==> src/dcmph_pkg.sv <==
// Package for the DC motor position controller with homing.
// Holds the opcode, register and homing phase codes, the shared structs and constants.
// No dependencies.
package dcmph_pkg;

   localparam logic [31:0] SETTLE_MS           = 32'd250;
   localparam logic [31:0] SWEEP_TARGET        = 32'd1000;
   localparam logic [31:0] AT_TARGET_TOLERANCE = 32'd2;
   localparam logic [14:0] LOAD_HIGH           = 15'h7FFF;
   localparam logic [7:0]  CMD_MAX             = 8'd255;

   localparam logic [15:0] GAIN_RESET       = 16'd256;
   localparam logic [7:0]  SLOW_LIMIT_RESET = 8'd64;
   localparam logic [7:0]  FAST_LIMIT_RESET = 8'd255;

   localparam int unsigned CSR_ADDR_WIDTH = 4;

   localparam logic [2:0] STEP_IDLE        = 3'd0;
   localparam logic [2:0] STEP_START       = 3'd1;
   localparam logic [2:0] STEP_SETTLE_FAST = 3'd2;
   localparam logic [2:0] STEP_SEEK_FAST   = 3'd3;
   localparam logic [2:0] STEP_SWEEP       = 3'd4;
   localparam logic [2:0] STEP_SETTLE_SLOW = 3'd5;
   localparam logic [2:0] STEP_SEEK_SLOW   = 3'd6;

   typedef enum logic [1:0] {
      OP_TICK   = 2'd0,
      OP_TARGET = 2'd1,
      OP_HOME   = 2'd2
   } dcmph_op_type;

   typedef enum logic [1:0] {
      REG_GAIN = 2'd0,
      REG_SLOW = 2'd1,
      REG_FAST = 2'd2
   } dcmph_reg_type;

   typedef enum logic [5:0] {
      PH_IDLE        = 6'b000001,
      PH_SETTLE_FAST = 6'b000010,
      PH_SEEK_FAST   = 6'b000100,
      PH_SWEEP       = 6'b001000,
      PH_SETTLE_SLOW = 6'b010000,
      PH_SEEK_SLOW   = 6'b100000
   } dcmph_phase_type;

   typedef struct packed {
      logic [15:0] gain_q8;
      logic [7:0]  slow_limit;
      logic [7:0]  fast_limit;
   } dcmph_cfg_type;

   typedef struct packed {
      logic               valid;
      logic [1:0]         opcode;
      logic signed [31:0] encoder_count;
      logic [31:0]        time_ms;
      logic signed [31:0] new_target;
   } dcmph_stage_type;

endpackage

==> src/dcmph_if.sv <==
// Valid/ready channel interfaces for the request and response items.
// No dependencies.
interface dcmph_req_if;
   logic               valid;
   logic               ready;
   logic [1:0]         opcode;
   logic signed [31:0] encoder_count;
   logic [31:0]        time_ms;
   logic signed [31:0] new_target;

   modport source (output valid, output opcode, output encoder_count, output time_ms,
                   output new_target, input ready);
   modport sink (input valid, input opcode, input encoder_count, input time_ms,
                 input new_target, output ready);
endinterface

interface dcmph_rsp_if;
   logic        valid;
   logic        ready;
   logic [7:0]  pwm_duty;
   logic        drive_forward;
   logic        encoder_load;
   logic [14:0] encoder_load_value;
   logic [2:0]  homing_step;

   modport source (output valid, output pwm_duty, output drive_forward, output encoder_load,
                   output encoder_load_value, output homing_step, input ready);
   modport sink (input valid, input pwm_duty, input drive_forward, input encoder_load,
                 input encoder_load_value, input homing_step, output ready);
endinterface

==> src/dcmph_csr.sv <==
// APB-style configuration registers: gain and the two speed limits.
// Depends on dcmph_pkg.
module dcmph_csr
   import dcmph_pkg::*;
(
   input  logic                      clock,
   input  logic                      reset,
   input  logic                      psel,
   input  logic                      penable,
   input  logic                      pwrite,
   input  logic [CSR_ADDR_WIDTH-1:0] paddr,
   input  logic [31:0]               pwdata,
   output logic [31:0]               prdata,
   output logic                      pready,
   output dcmph_cfg_type             cfg
);

   dcmph_cfg_type cfg_ff;
   dcmph_cfg_type cfg_in;
   logic          wr_en;
   logic [1:0]    reg_idx;

   assign pready  = 1'b1;
   assign wr_en   = psel && penable && pwrite && pready;
   assign reg_idx = paddr[3:2];
   assign cfg     = cfg_ff;

   always_comb begin
      cfg_in = cfg_ff;
      if (wr_en) begin
         case (reg_idx)
            REG_GAIN: cfg_in.gain_q8    = pwdata[15:0];
            REG_SLOW: cfg_in.slow_limit = pwdata[7:0];
            REG_FAST: cfg_in.fast_limit = pwdata[7:0];
            default:  cfg_in = cfg_ff;
         endcase
      end
   end

   always_comb begin
      case (reg_idx)
         REG_GAIN: prdata = {16'd0, cfg_ff.gain_q8};
         REG_SLOW: prdata = {24'd0, cfg_ff.slow_limit};
         REG_FAST: prdata = {24'd0, cfg_ff.fast_limit};
         default:  prdata = 32'd0;
      endcase
   end

   always_ff @(posedge clock) begin
      if (reset) begin
         cfg_ff.gain_q8    <= GAIN_RESET;
         cfg_ff.slow_limit <= SLOW_LIMIT_RESET;
         cfg_ff.fast_limit <= FAST_LIMIT_RESET;
      end else begin
         cfg_ff <= cfg_in;
      end
   end

endmodule

==> src/dcmph_in_stage.sv <==
// Input register stage: captures one request item and holds it until the controller takes it.
// Depends on dcmph_pkg and dcmph_req_if.
module dcmph_in_stage
   import dcmph_pkg::*;
(
   input  logic            clock,
   input  logic            reset,
   dcmph_req_if.sink       req,
   input  logic            stage_ready,
   output dcmph_stage_type stage
);

   logic            valid_ff;
   logic            valid_in;
   dcmph_stage_type item_ff;
   logic            take;

   assign req.ready = !valid_ff || stage_ready;
   assign take      = req.valid && req.ready;

   always_comb begin
      valid_in = valid_ff;
      if (take) begin
         valid_in = 1'b1;
      end else if (stage_ready) begin
         valid_in = 1'b0;
      end
   end

   always_ff @(posedge clock) begin
      if (reset) begin
         valid_ff <= 1'b0;
      end else begin
         valid_ff <= valid_in;
      end
   end

   always_ff @(posedge clock) begin
      if (take) begin
         item_ff.valid         <= 1'b1;
         item_ff.opcode        <= req.opcode;
         item_ff.encoder_count <= req.encoder_count;
         item_ff.time_ms       <= req.time_ms;
         item_ff.new_target    <= req.new_target;
      end
   end

   always_comb begin
      stage       = item_ff;
      stage.valid = valid_ff;
   end

endmodule

==> src/dcmph_ctrl.sv <==
// Controller state, proportional command, homing sequence and the response register.
// Depends on dcmph_pkg and dcmph_rsp_if.
module dcmph_ctrl
   import dcmph_pkg::*;
(
   input  logic            clock,
   input  logic            reset,
   input  dcmph_stage_type stage,
   input  dcmph_cfg_type   cfg,
   output logic            stage_ready,
   dcmph_rsp_if.source     rsp
);

   logic signed [31:0] position_ff, position_in;
   logic signed [31:0] target_ff, target_in;
   logic [7:0]         duty_ff, duty_in;
   logic               fwd_ff, fwd_in;
   logic [7:0]         limit_ff, limit_in;
   dcmph_phase_type    phase_ff, phase_in;
   logic [31:0]        timer_ff, timer_in;

   logic               rsp_valid_ff;
   logic [7:0]         rsp_duty_ff;
   logic               rsp_fwd_ff;
   logic               rsp_load_ff;
   logic [14:0]        rsp_load_value_ff;
   logic [2:0]         rsp_step_ff;

   logic               adv;
   logic signed [32:0] err;
   logic               err_neg;
   logic [32:0]        err_abs;
   logic [31:0]        mag;
   logic [47:0]        prod;
   logic [39:0]        prod_sh;
   logic [7:0]         sat;
   logic [7:0]         cmd_duty;
   logic               cmd_fwd;
   logic               at_target;
   logic               moved;
   logic [31:0]        elapsed;
   logic               load;
   logic               load_high;

   function automatic logic [2:0] step_of(dcmph_phase_type ph);
      logic [2:0] s;
      case (ph)
         PH_IDLE:        s = STEP_IDLE;
         PH_SETTLE_FAST: s = STEP_SETTLE_FAST;
         PH_SEEK_FAST:   s = STEP_SEEK_FAST;
         PH_SWEEP:       s = STEP_SWEEP;
         PH_SETTLE_SLOW: s = STEP_SETTLE_SLOW;
         PH_SEEK_SLOW:   s = STEP_SEEK_SLOW;
         default:        s = STEP_IDLE;
      endcase
      return s;
   endfunction

   assign stage_ready = !rsp_valid_ff || rsp.ready;
   assign adv         = stage.valid && stage_ready;

   // The error is taken against the new encoder count, which becomes the position on a tick.
   assign err     = {target_ff[31], target_ff} - {stage.encoder_count[31], stage.encoder_count};
   assign err_neg = err[32];
   assign err_abs = err_neg ? (~err + 33'd1) : err;
   assign mag     = err_abs[31:0];
   assign prod    = 48'(mag) * 48'(cfg.gain_q8);
   assign prod_sh = prod[47:8];
   assign sat     = (|prod_sh[39:8]) ? CMD_MAX : prod_sh[7:0];
   assign cmd_duty = (sat > limit_ff) ? limit_ff : sat;
   assign cmd_fwd  = !err_neg && (cmd_duty != 8'd0);
   assign at_target = (mag <= AT_TARGET_TOLERANCE);
   assign moved     = (stage.encoder_count != position_ff);
   assign elapsed   = stage.time_ms - timer_ff;

   always_comb begin
      position_in = position_ff;
      target_in   = target_ff;
      duty_in     = duty_ff;
      fwd_in      = fwd_ff;
      limit_in    = limit_ff;
      phase_in    = phase_ff;
      timer_in    = timer_ff;
      load        = 1'b0;
      load_high   = 1'b0;
      case (stage.opcode)
         OP_TICK: begin
            position_in = stage.encoder_count;
            duty_in     = cmd_duty;
            fwd_in      = cmd_fwd;
            case (phase_ff)
               PH_SETTLE_FAST, PH_SETTLE_SLOW: begin
                  if (elapsed >= SETTLE_MS) begin
                     phase_in = (phase_ff == PH_SETTLE_FAST) ? PH_SEEK_FAST : PH_SEEK_SLOW;
                     timer_in = stage.time_ms;
                  end
               end
               PH_SEEK_FAST: begin
                  if (moved) begin
                     timer_in = stage.time_ms;
                  end else if (elapsed > SETTLE_MS) begin
                     target_in = SWEEP_TARGET;
                     limit_in  = cfg.fast_limit;
                     phase_in  = PH_SWEEP;
                     load      = 1'b1;
                  end
               end
               PH_SEEK_SLOW: begin
                  if (moved) begin
                     timer_in = stage.time_ms;
                  end else if (elapsed > SETTLE_MS) begin
                     target_in = '0;
                     limit_in  = cfg.slow_limit;
                     phase_in  = PH_IDLE;
                     load      = 1'b1;
                  end
               end
               PH_SWEEP: begin
                  if (at_target) begin
                     target_in = '0;
                     limit_in  = cfg.slow_limit;
                     timer_in  = stage.time_ms;
                     phase_in  = PH_SETTLE_SLOW;
                     load      = 1'b1;
                     load_high = 1'b1;
                  end
               end
               default: begin
                  phase_in = phase_ff;
               end
            endcase
         end
         OP_TARGET: begin
            target_in = stage.new_target;
         end
         OP_HOME: begin
            limit_in  = cfg.fast_limit;
            target_in = '0;
            timer_in  = stage.time_ms;
            phase_in  = PH_SETTLE_FAST;
            load      = 1'b1;
            load_high = 1'b1;
         end
         default: begin
            load = 1'b0;
         end
      endcase
   end

   always_ff @(posedge clock) begin
      if (reset) begin
         position_ff  <= '0;
         target_ff    <= '0;
         duty_ff      <= '0;
         fwd_ff       <= 1'b0;
         limit_ff     <= FAST_LIMIT_RESET;
         phase_ff     <= PH_IDLE;
         timer_ff     <= '0;
         rsp_valid_ff <= 1'b0;
      end else begin
         if (adv) begin
            position_ff  <= position_in;
            target_ff    <= target_in;
            duty_ff      <= duty_in;
            fwd_ff       <= fwd_in;
            limit_ff     <= limit_in;
            phase_ff     <= phase_in;
            timer_ff     <= timer_in;
            rsp_valid_ff <= 1'b1;
         end else if (rsp.ready) begin
            rsp_valid_ff <= 1'b0;
         end
      end
   end

   always_ff @(posedge clock) begin
      if (adv) begin
         rsp_duty_ff       <= duty_in;
         rsp_fwd_ff        <= fwd_in;
         rsp_load_ff       <= load;
         rsp_load_value_ff <= load_high ? LOAD_HIGH : 15'd0;
         rsp_step_ff       <= step_of(phase_in);
      end
   end

   assign rsp.valid              = rsp_valid_ff;
   assign rsp.pwm_duty           = rsp_duty_ff;
   assign rsp.drive_forward      = rsp_fwd_ff;
   assign rsp.encoder_load       = rsp_load_ff;
   assign rsp.encoder_load_value = rsp_load_value_ff;
   assign rsp.homing_step        = rsp_step_ff;

   a_load_value: assert property (@(posedge clock) disable iff (reset)
      rsp_valid_ff && !rsp_load_ff |-> rsp_load_value_ff == 15'd0)
      else $error("Load value shown without an encoder load.");

   a_fwd_duty: assert property (@(posedge clock) disable iff (reset)
      rsp_valid_ff && rsp_fwd_ff |-> rsp_duty_ff != 8'd0)
      else $error("Forward drive with zero duty.");

   a_home_start: assert property (@(posedge clock) disable iff (reset)
      adv && stage.opcode == OP_HOME |=> phase_ff == PH_SETTLE_FAST && rsp_load_ff
      && rsp_load_value_ff == LOAD_HIGH)
      else $error("Homing start did not load the encoder and enter the fast settle phase.");

   a_duty_limit: assert property (@(posedge clock) disable iff (reset)
      adv && stage.opcode == OP_TICK |=> rsp_duty_ff <= $past(limit_ff))
      else $error("Drive duty exceeds the speed limit.");

endmodule

==> src/dc_motor_position_homing.sv <==
// Top level of the DC motor position controller with homing.
// Depends on dcmph_pkg, dcmph_if, dcmph_csr, dcmph_in_stage and dcmph_ctrl.
//
// The block accepts one item per clock while the response side is not stalled and returns
// exactly one response item for each: an accepted item is held in the input register and
// then passes through the controller into the response register. The rate is set by the
// update of the controller state, whose longest path runs through the 33-bit error subtract,
// the 32x16 gain multiplier and the two clamps. Configuration registers take effect for items
// that reach the controller after the write; there is no clearing pass after reset.
module dc_motor_position_homing
   import dcmph_pkg::*;
(
   input  logic                      clock,
   input  logic                      reset,
   dcmph_req_if.sink                 req,
   dcmph_rsp_if.source               rsp,
   input  logic                      psel,
   input  logic                      penable,
   input  logic                      pwrite,
   input  logic [CSR_ADDR_WIDTH-1:0] paddr,
   input  logic [31:0]               pwdata,
   output logic [31:0]               prdata,
   output logic                      pready
);

   dcmph_cfg_type   cfg;
   dcmph_stage_type stage;
   logic            stage_ready;

   dcmph_csr u_csr (
      .clock   (clock),
      .reset   (reset),
      .psel    (psel),
      .penable (penable),
      .pwrite  (pwrite),
      .paddr   (paddr),
      .pwdata  (pwdata),
      .prdata  (prdata),
      .pready  (pready),
      .cfg     (cfg)
   );

   dcmph_in_stage u_in_stage (
      .clock       (clock),
      .reset       (reset),
      .req         (req),
      .stage_ready (stage_ready),
      .stage       (stage)
   );

   dcmph_ctrl u_ctrl (
      .clock       (clock),
      .reset       (reset),
      .stage       (stage),
      .cfg         (cfg),
      .stage_ready (stage_ready),
      .rsp         (rsp)
   );

endmodule

==> src/flat_wrapper.sv <==
// flat-port wrapper written by rule: the top's interface ports become plain ports
module dc_motor_position_homing_flat import dcmph_pkg::*;
  (clock, reset, psel, penable, pwrite, paddr, pwdata, prdata, pready, req_valid, req_opcode, req_encoder_count, req_time_ms, req_new_target, req_ready, rsp_valid, rsp_pwm_duty, rsp_drive_forward, rsp_encoder_load, rsp_encoder_load_value, rsp_homing_step, rsp_ready);
  dcmph_req_if req_i ();
  dcmph_rsp_if rsp_i ();
  input  logic clock;
  input  logic reset;
  input  logic psel;
  input  logic penable;
  input  logic pwrite;
  input  logic [CSR_ADDR_WIDTH-1:0] paddr;
  input  logic [31:0] pwdata;
  output logic [31:0] prdata;
  output logic pready;
  input wire logic [$bits(req_i.valid)-1:0] req_valid;
  input wire logic [$bits(req_i.opcode)-1:0] req_opcode;
  input wire logic [$bits(req_i.encoder_count)-1:0] req_encoder_count;
  input wire logic [$bits(req_i.time_ms)-1:0] req_time_ms;
  input wire logic [$bits(req_i.new_target)-1:0] req_new_target;
  output wire logic [$bits(req_i.ready)-1:0] req_ready;
  output wire logic [$bits(rsp_i.valid)-1:0] rsp_valid;
  output wire logic [$bits(rsp_i.pwm_duty)-1:0] rsp_pwm_duty;
  output wire logic [$bits(rsp_i.drive_forward)-1:0] rsp_drive_forward;
  output wire logic [$bits(rsp_i.encoder_load)-1:0] rsp_encoder_load;
  output wire logic [$bits(rsp_i.encoder_load_value)-1:0] rsp_encoder_load_value;
  output wire logic [$bits(rsp_i.homing_step)-1:0] rsp_homing_step;
  input wire logic [$bits(rsp_i.ready)-1:0] rsp_ready;
  assign req_i.valid = req_valid;
  assign req_i.opcode = req_opcode;
  assign req_i.encoder_count = req_encoder_count;
  assign req_i.time_ms = req_time_ms;
  assign req_i.new_target = req_new_target;
  assign req_ready = req_i.ready;
  assign rsp_valid = rsp_i.valid;
  assign rsp_pwm_duty = rsp_i.pwm_duty;
  assign rsp_drive_forward = rsp_i.drive_forward;
  assign rsp_encoder_load = rsp_i.encoder_load;
  assign rsp_encoder_load_value = rsp_i.encoder_load_value;
  assign rsp_homing_step = rsp_i.homing_step;
  assign rsp_i.ready = rsp_ready;
  dc_motor_position_homing u_core (.clock(clock), .reset(reset), .req(req_i), .rsp(rsp_i), .psel(psel), .penable(penable), .pwrite(pwrite), .paddr(paddr), .pwdata(pwdata), .prdata(prdata), .pready(pready));
endmodule
==> config.mk <==
export PLATFORM = sky130hd
export DESIGN_NAME = dc_motor_position_homing_flat
export DESIGN_NICKNAME = d
export VERILOG_FILES = /design/src/dcmph_pkg.sv /design/src/dcmph_if.sv /design/src/dcmph_csr.sv /design/src/dcmph_in_stage.sv /design/src/dcmph_ctrl.sv /design/src/dc_motor_position_homing.sv /design/src/flat_wrapper.sv
export SDC_FILE = /design/constraint.sdc
export NUM_CORES = 2
export LEC_CHECK = 0
export BUFFER_PORTS_ARGS = -buffer_cell sky130_fd_sc_hd__buf_2
export CORE_UTILIZATION = 58
export CTS_CLUSTER_DIAMETER = 40
export DETAILED_ROUTE_END_ITERATION = 10
export PLACE_DENSITY = 0.8
export SLEW_MARGIN = 20
export SYNTH_ARGS = -nofsm -noshare
export SYNTH_HDL_FRONTEND = slang
export SYNTH_SLANG_ARGS = --single-unit
==> constraint.sdc <==
create_clock -name clock -period 11.9 [get_ports clock]
set_input_delay 2.38 -clock clock [delete_from_list [all_inputs] [get_ports clock]]
set_output_delay 2.38 -clock clock [all_outputs]
set_load 0.005 [all_outputs]
After elaboration in Yosys (flattened, before gate mapping):

Cells that the tools add are included.
W data, S select, Z words.

* word-level logic and storage cells: 128
* output and inout port bits: 63
* flip-flop bits (word level): 279

* $lt $le $gt $ge: 4
* reduce and logical (&&, ||, !) cells: 27
* add/sub/neg operators: 3
* bitwise gates (word level): 1
* multiply operators: 1
* multiplexer cells: 47
* eq/ne operators: 24

Operators with widths (count)
* $mux W32: 9
* $pmux W32 S3: 3
* $mux W8: 8
* $pmux W32 S2: 1
* $mul A32 B16 Y48: 1
* $pmux W16 S3: 1
* $mux W6: 7
* $sub A32 B32 Y33: 1
* $add A32 B1 Y32 const B: 1
* $ge A32 B8 Y1 const B: 1
* $gt A32 B8 Y1 const B: 1
* $le A32 B2 Y1 const B: 1
* $ne A32 B32 Y1: 1
* $not A32 Y32: 1
* $reduce_or A32 Y1: 1
* $sub A32 B32 Y32: 1
* $pmux W6 S4: 1
* $pmux W8 S3: 1
* $ne A3 B3 Y1 const B: 7
* $pmux W8 S2: 1
* $reduce_and A8 Y1: 2
* $mux W15: 1
* $pmux W3 S5: 1
* $eq A6 B2 Y1 const B: 2
* 22 further kinds: 52

Depth between registers and ports, before layout:

* depth in word-level cells: 12
* depth in mapped cells: 55
* gate-level depth less buffers: 49

Modules after synthesis:

A second synthesis with hierarchy kept.

* cells, all modules: 3854
* area, all modules: 33497.1 sq um

Modules (own cells, without submodules)
* dcmph_ctrl: cells an instance 3562, area each 28705.0 sq um, times used 1
* dcmph_in_stage: cells an instance 104, area each 3005.4 sq um, times used 1
* dcmph_csr: cells an instance 188, area each 1786.7 sq um, times used 1

Worst setup path after synthesis:

No wires, ideal clock.

* kind: reg2reg
* from: reg u_core.u_in_stage.item_ff, in the netlist u_core.u_in_stage.stage[67]
* to: reg u_core.u_ctrl.rsp_duty_ff[1], in the netlist u_core.u_ctrl.rsp.pwm_duty[1] (data pin)
* path slack: -0.222 ns
* arrival time: 11.857 ns
* data required time: 11.635 ns
* cell stages (with the launch flop): 56
* cell sequence: edfxtp_1 inv_1 ha_1 buf_2 o211a_1 a21boi_4 o211a_1 o211ai_1 nand2_1 o21ai_0 buf_2 clkbuf_1 clkbuf_1 nand2_1 xnor2_1 clkbuf_1 nand2_1 fa_1 [20 not listed] nand4b_1 nor4_1 and2_1 buf_2 buf_2 nand2_1 ha_1 nor2b_1 o21a_1 o21ai_0 nand2b_1 a21oi_1 o21ai_0 o21ai_1 clkbuf_1 nand3_1 o211ai_1 o21ai_0

* cells in the longest elaborated chain, start to end: 10

Ends and longest elaborated chain
* from (decl): line dcmph_in_stage.sv:15 `dcmph_stage_type item_ff;`
* $sub A32 B32 Y33 (*): line dcmph_ctrl.sv:63 `assign err = {target_ff[31], target_ff} - {stage.encoder_count[31], stage.encoder_count};`
* $not A32 Y32: line dcmph_ctrl.sv:65 `assign err_abs = err_neg ? (~err + 33'd1) : err;`
* $add A32 B1 Y32: line dcmph_ctrl.sv:65
* $mux W32 (*): line dcmph_ctrl.sv:65
* $mul A32 B16 Y48 (*): line dcmph_ctrl.sv:67 `assign prod = 48'(mag) * 48'(cfg.gain_q8);`
* $reduce_or A32 Y1: line dcmph_ctrl.sv:69 `assign sat = (|prod_sh[39:8]) ? CMD_MAX : prod_sh[7:0];`
* $mux W8 (*): line dcmph_ctrl.sv:69
* $gt A8 B8 Y1: line dcmph_ctrl.sv:70 `assign cmd_duty = (sat > limit_ff) ? limit_ff : sat;`
* $mux W8 (*): line dcmph_ctrl.sv:70
* $mux W8 (*): line dcmph_ctrl.sv:86 `case (stage.opcode)`
* net u_core.u_ctrl.duty_in[1]: line dcmph_ctrl.sv:16 `logic [7:0] duty_ff, duty_in;`
* to (signal assigned): line dcmph_ctrl.sv:178 `rsp_duty_ff <= duty_in;`
* to (decl): line dcmph_ctrl.sv:23 `logic [7:0] rsp_duty_ff;`

Mark *: on every way through the listed nets, which the timed path passes. The rest lies on a longest branch.
A chain may end at the register's enable or synchronous reset.

Worst setup path after layout:

* from: reg u_core.u_in_stage.item_ff, in the netlist u_core.u_in_stage.stage[65]
* to: reg u_core.u_ctrl.rsp_fwd_ff, in the netlist u_core.u_ctrl.rsp.drive_forward (data pin)

* cells in the longest elaborated chain, start to end: 12
* elaborated cells on any way between the ends: 13

Ends and longest elaborated chain
* $sub A32 B32 Y33 (*): line dcmph_ctrl.sv:63
* $not A32 Y32: line dcmph_ctrl.sv:65
* $add A32 B1 Y32: line dcmph_ctrl.sv:65
* $mux W32: line dcmph_ctrl.sv:65
* $mul A32 B16 Y48: line dcmph_ctrl.sv:67
* $reduce_or A32 Y1: line dcmph_ctrl.sv:69
* $mux W8: line dcmph_ctrl.sv:69
* $gt A8 B8 Y1: line dcmph_ctrl.sv:70
* $mux W8: line dcmph_ctrl.sv:70
* $reduce_bool A8 Y1: line dcmph_ctrl.sv:71 `assign cmd_fwd = !err_neg && (cmd_duty != 8'd0);`
* $logic_and A1 B1 Y1 (*): line dcmph_ctrl.sv:71
* $mux W1 (*): line dcmph_ctrl.sv:86
* net u_core.u_ctrl.fwd_in: line dcmph_ctrl.sv:17 `logic fwd_ff, fwd_in;`
* to (signal assigned): line dcmph_ctrl.sv:179 `rsp_fwd_ff <= fwd_in;`
* to (decl): line dcmph_ctrl.sv:24 `logic rsp_fwd_ff;`

Marks and branches as above.

==> flow_summary.yaml <==
layout:
  final_cells: 5144
  regArea_um2: 6430
  fillerInstances: 4478
  drive_gt1_frac: 0.190
  nNetsFinal: 5107
  multi_input_comb_area_um2: 25800
  syn2layout_area_growth_pct: 17.0
  diodes: 0
synthesis:
  synth-seq-cells: 265
  synth_area_um2: 34200
  muxShareOfSynthArea: 0.0302
  netlist_instances: 3987
  synthSimpleGateAreaFrac: 0.208
  synth_xor_area_frac: 0.0263
  yosys_most_used_dff: "dfxtp_1"
  synth_fa_ha_area_frac: 0.316
  ys_types: 111
  synth_compound_area_frac: 0.148
  async_reset_ff_frac: 0
  synth-edff-count: 112
  yosys_warnings: 0
  synth_seq_area_share: 0.188
  synth_top_family_by_area: "adder cells"
  avgSynthCellArea_um2: 8.57
timing:
  final-max-slew-violation-count: 0
  maxSlewHeadroom: 0.224
  max_freq_mhz: 85.8
  min_period_ps: 11650
  hold_viol: 0
  worst_pin_slew_ps: 1160
  fin_worst_skew_ps: 29.4
  post-route-period-util: 0.979
  setup_violations: 0
  final.setup.tns_ps: 0
place:
  port-buffer-count: 168
  hpwl_um: 77500
  placedCellCount: 5018
  gp_congestion: 1.02
critical_path:
  critPathMostFrequentCell: "buf_4"
  start_kind: "register"
  r2r_start: "u_core.u_in_stage.stage[65]"
  cp_num_buf_inv: 11
  reg2reg_slack_ps: 250
  r2r_cells: 48
  cp_top_family: "adder cells"
  worst_ep_arrival_time_ps: 11910
  criticalPathCategory: "register to register"
  required_ps: 12150
  slowest_delay_ps: 600
  critical_path.slowest_cell: "fa_1"
  crit_fanout: 13
  r2r-end: "u_core.u_ctrl.rsp.drive_forward"
  end_kind: "register"
global_route:
  grt_max_degree: 85
  grt_overflow_total: 0
  antenna_found_initial: 2
  track_usage: 0.322
  first_global_vias: 29700
  grt_pass1_wl_um: 155000
power_and_ir_drop:
  power_density_nw_per_um2: 87.6
  power_leakage_nw: 16.4
  peakVddDrop_v: 0.000128
worst_hold_path:
  whs_endpoint: "u_core.u_ctrl.duty_ff[2]"
  worst_hold_path_type: "register to register"
  hold_start: "u_core.u_ctrl.duty_ff[2]"
  hold_depth: 2
clock_tree:
  clock_sink_count: 265
  cts_buffers: 34
  clk_pin_slew_ps: 60
  clock-root-buffer: "clkbuf_16"
  htree_levels: 2
  clock_path_buffers: 3
  cts_tree: "built"
  worstSkewPairLatency_ps: 550
  cts_hold_buf: 0
die:
  die-area_um2: 59900
  pin_count: 204
  fp.dieH_um: 245
  rows: 88
  die_x_um: 245
  initial_utilization: 0.590
  core_region_area_um2: 57900
status:
  status: "complete, no violations"
detailed_routing:
  drt_first_pass_iters: 6
  ant_nets: 0
  totalWireLength_um: 98600
  wl_per_cell_um: 19.2
  drt_iter0_drc: 2472
  viasPerCell: 5.94
  vias: 30600
  drc_errors: 0
job:
  maxCapViolCount: 0
## Yosys cell counts (all sizes together), types with 8 or more instances
| cell type | count | area [um^2] |
|---|---|---|
| o21ai | 146 | 742 |
| nand3 | 59 | 295 |
| ha | 193 | 2410 |
| a211oi | 35 | 288 |
| nor3 | 69 | 355 |
| and4 | 13 | 116 |
| o22ai | 10 | 68.8 |
| and2 | 150 | 938 |
| and3 | 48 | 300 |
| buf | 75 | 519 |
| xor2 | 58 | 516 |
| nand2b | 26 | 163 |
| clkbuf | 168 | 631 |
| dfxtp | 153 | 3060 |
| nand2 | 674 | 2530 |
| nor3b | 14 | 105 |
| nor2b | 35 | 219 |
| nand4 | 56 | 378 |
| or2 | 16 | 100 |
| mux2i | 84 | 841 |
| o211a | 12 | 128 |
| or3 | 37 | 236 |
| a21oi | 206 | 1050 |
| inv | 441 | 1660 |
| a41oi | 9 | 78.8 |
| a211o | 18 | 158 |
| or4 | 9 | 67.6 |
| edfxtp | 112 | 3360 |
| o21a | 27 | 203 |
| mux2 | 17 | 191 |
| xnor2 | 43 | 384 |
| nor2 | 222 | 851 |
| a2111oi | 15 | 188 |
| a21o | 54 | 405 |
| o211ai | 35 | 273 |
| fa | 419 | 8390 |
| o21bai | 19 | 143 |
| a21boi | 9 | 82.6 |
| a31oi | 26 | 169 |
| nor4 | 36 | 283 |
| o31ai | 17 | 128 |
| a22oi | 8 | 60.1 |
| o2111ai | 16 | 158 |
## final cells by class
type	count	area share
Inverter	441	0.0414
Sequential cell	265	0.161
Clock inverter	18	0.00517
Tap cell	765	0.0240
Multi-Input combinational cell	3054	0.646
Clock buffer	43	0.0229
Timing Repair Buffer	558	0.0998
## repair_timing
| item | in CTS | in global routing |
|---|---|---|
| resized for setup | 9 | 187 |
| hold endpoints to repair | 0 | 0 |
| cloned | 1 | 3 |
| setup buffers | 0 | 61 |
| setup endpoints to repair | 18 | 18 |
| pin swaps | 2 | 99 |
## through the flow
step / power, W / util / cell area (um^2) / hold slack (ps) / worst slack (ps)
floorplan: 0.00184 / - / 34200 / 436 / 19.2
CTS: 0.00340 / 0.667 / 38600 / 456 / 58.0
detailed placement: 0.00238 / 0.647 / 37400 / 448 / -237
global placement: 0.00236 / 0.647 / 37400 / 442 / -217
finish: 0.00350 / 0.690 / 40000 / 457 / 247
global route: 0.00368 / 0.690 / 40000 / 470 / -222
## flip-flops by register name (all words and copies together), names as in the netlist, 3 cells and up
name / cells
u_core.u_ctrl.target_ff: 32
u_core.u_ctrl.duty_ff: 8
u_core.u_csr.cfg: 32
u_core.u_in_stage.stage: 98
u_core.u_ctrl.phase_ff: 6
u_core.u_ctrl.rsp.homing_step: 3
u_core.u_ctrl.position_ff: 32
u_core.u_ctrl.limit_ff: 8
u_core.u_ctrl.rsp.pwm_duty: 8
u_core.u_ctrl.timer_ff: 32
## cell families after synthesis
family / Yosys count
AND/OR/NAND/NOR: 1484
AO/OA/AOI/OAI: 738
buffers and inverters: 684
adder cells (fa/ha/maj): 612
flip-flops: 265
XOR/XNOR: 101
multiplexers: 101
other: 2
## tightest hold or removal path, stage by stage, from the launching register on
cell,delay (ps)
dfxtp_1,310
nand2_1,50
a21oi_1,50
## worst max-delay path by stage
stage               slack [ps]  depth (start not counted)                              end                   startpoint
floorplan                   20                         55    u_core.u_ctrl.rsp.pwm_duty[2]  u_core.u_in_stage.stage[67]
global placement          -220                         50             u_core.u_ctrl.fwd_ff  u_core.u_in_stage.stage[68]
detailed placement        -240                         50             u_core.u_ctrl.fwd_ff  u_core.u_in_stage.stage[65]
CTS                         60                         50    u_core.u_ctrl.rsp.pwm_duty[4]  u_core.u_in_stage.stage[68]
global route              -220                         48  u_core.u_ctrl.rsp.drive_forward  u_core.u_in_stage.stage[65]
finish                     250                         48  u_core.u_ctrl.rsp.drive_forward  u_core.u_in_stage.stage[65]
## placed cells by master, fill, tap and decap left out, types with 27 or more instances in the layout
cell type / synthesis / routed
a21o_1: 54 / 53
nor2b_1: 35 / 35
nand4_1: 53 / 53
and2_1: 149 / 148
ha_1: 193 / 175
clkbuf_16: 0 / 36
mux2i_1: 84 / 84
nand2_1: 673 / 671
and3_1: 48 / 47
o211ai_1: 33 / 33
a21oi_2: 6 / 27
nor2_1: 217 / 210
fa_1: 419 / 412
buf_2: 22 / 167
xnor2_1: 42 / 37
nor3_1: 67 / 63
edfxtp_1: 112 / 112
o21ai_1: 16 / 29
a21oi_1: 200 / 178
o21ai_0: 127 / 107
or3_1: 36 / 35
dfxtp_1: 153 / 153
nand3_1: 59 / 55
inv_1: 441 / 439
buf_4: 36 / 363
xor2_1: 57 / 54
## power breakdown
group | switching, W | leakage, nW | internal, W | total (W)
clock network | 0.000415 | 0.538 | 0.000601 | 0.00102
logic | 0.000864 | 13.5 | 0.000606 | 0.00147
registers | 0.0000271 | 2.33 | 0.000985 | 0.00101
total | 0.00131 | 16.4 | 0.00219 | 0.00350
## layer usage
| metal | GRT usage | vias up | routed length, um |
|---|---|---|---|
| li1 | - | 14100 | - |
| met1 | 0.446 | 15000 | 41100 |
| met2 | 0.522 | 1271 | 47000 |
| met3 | 0.0520 | 190 | 7620 |
| met4 | 0.0906 | 2 | 2910 |
| met5 | 0 | - | 12 |
(Power assumes the default switching activity.)
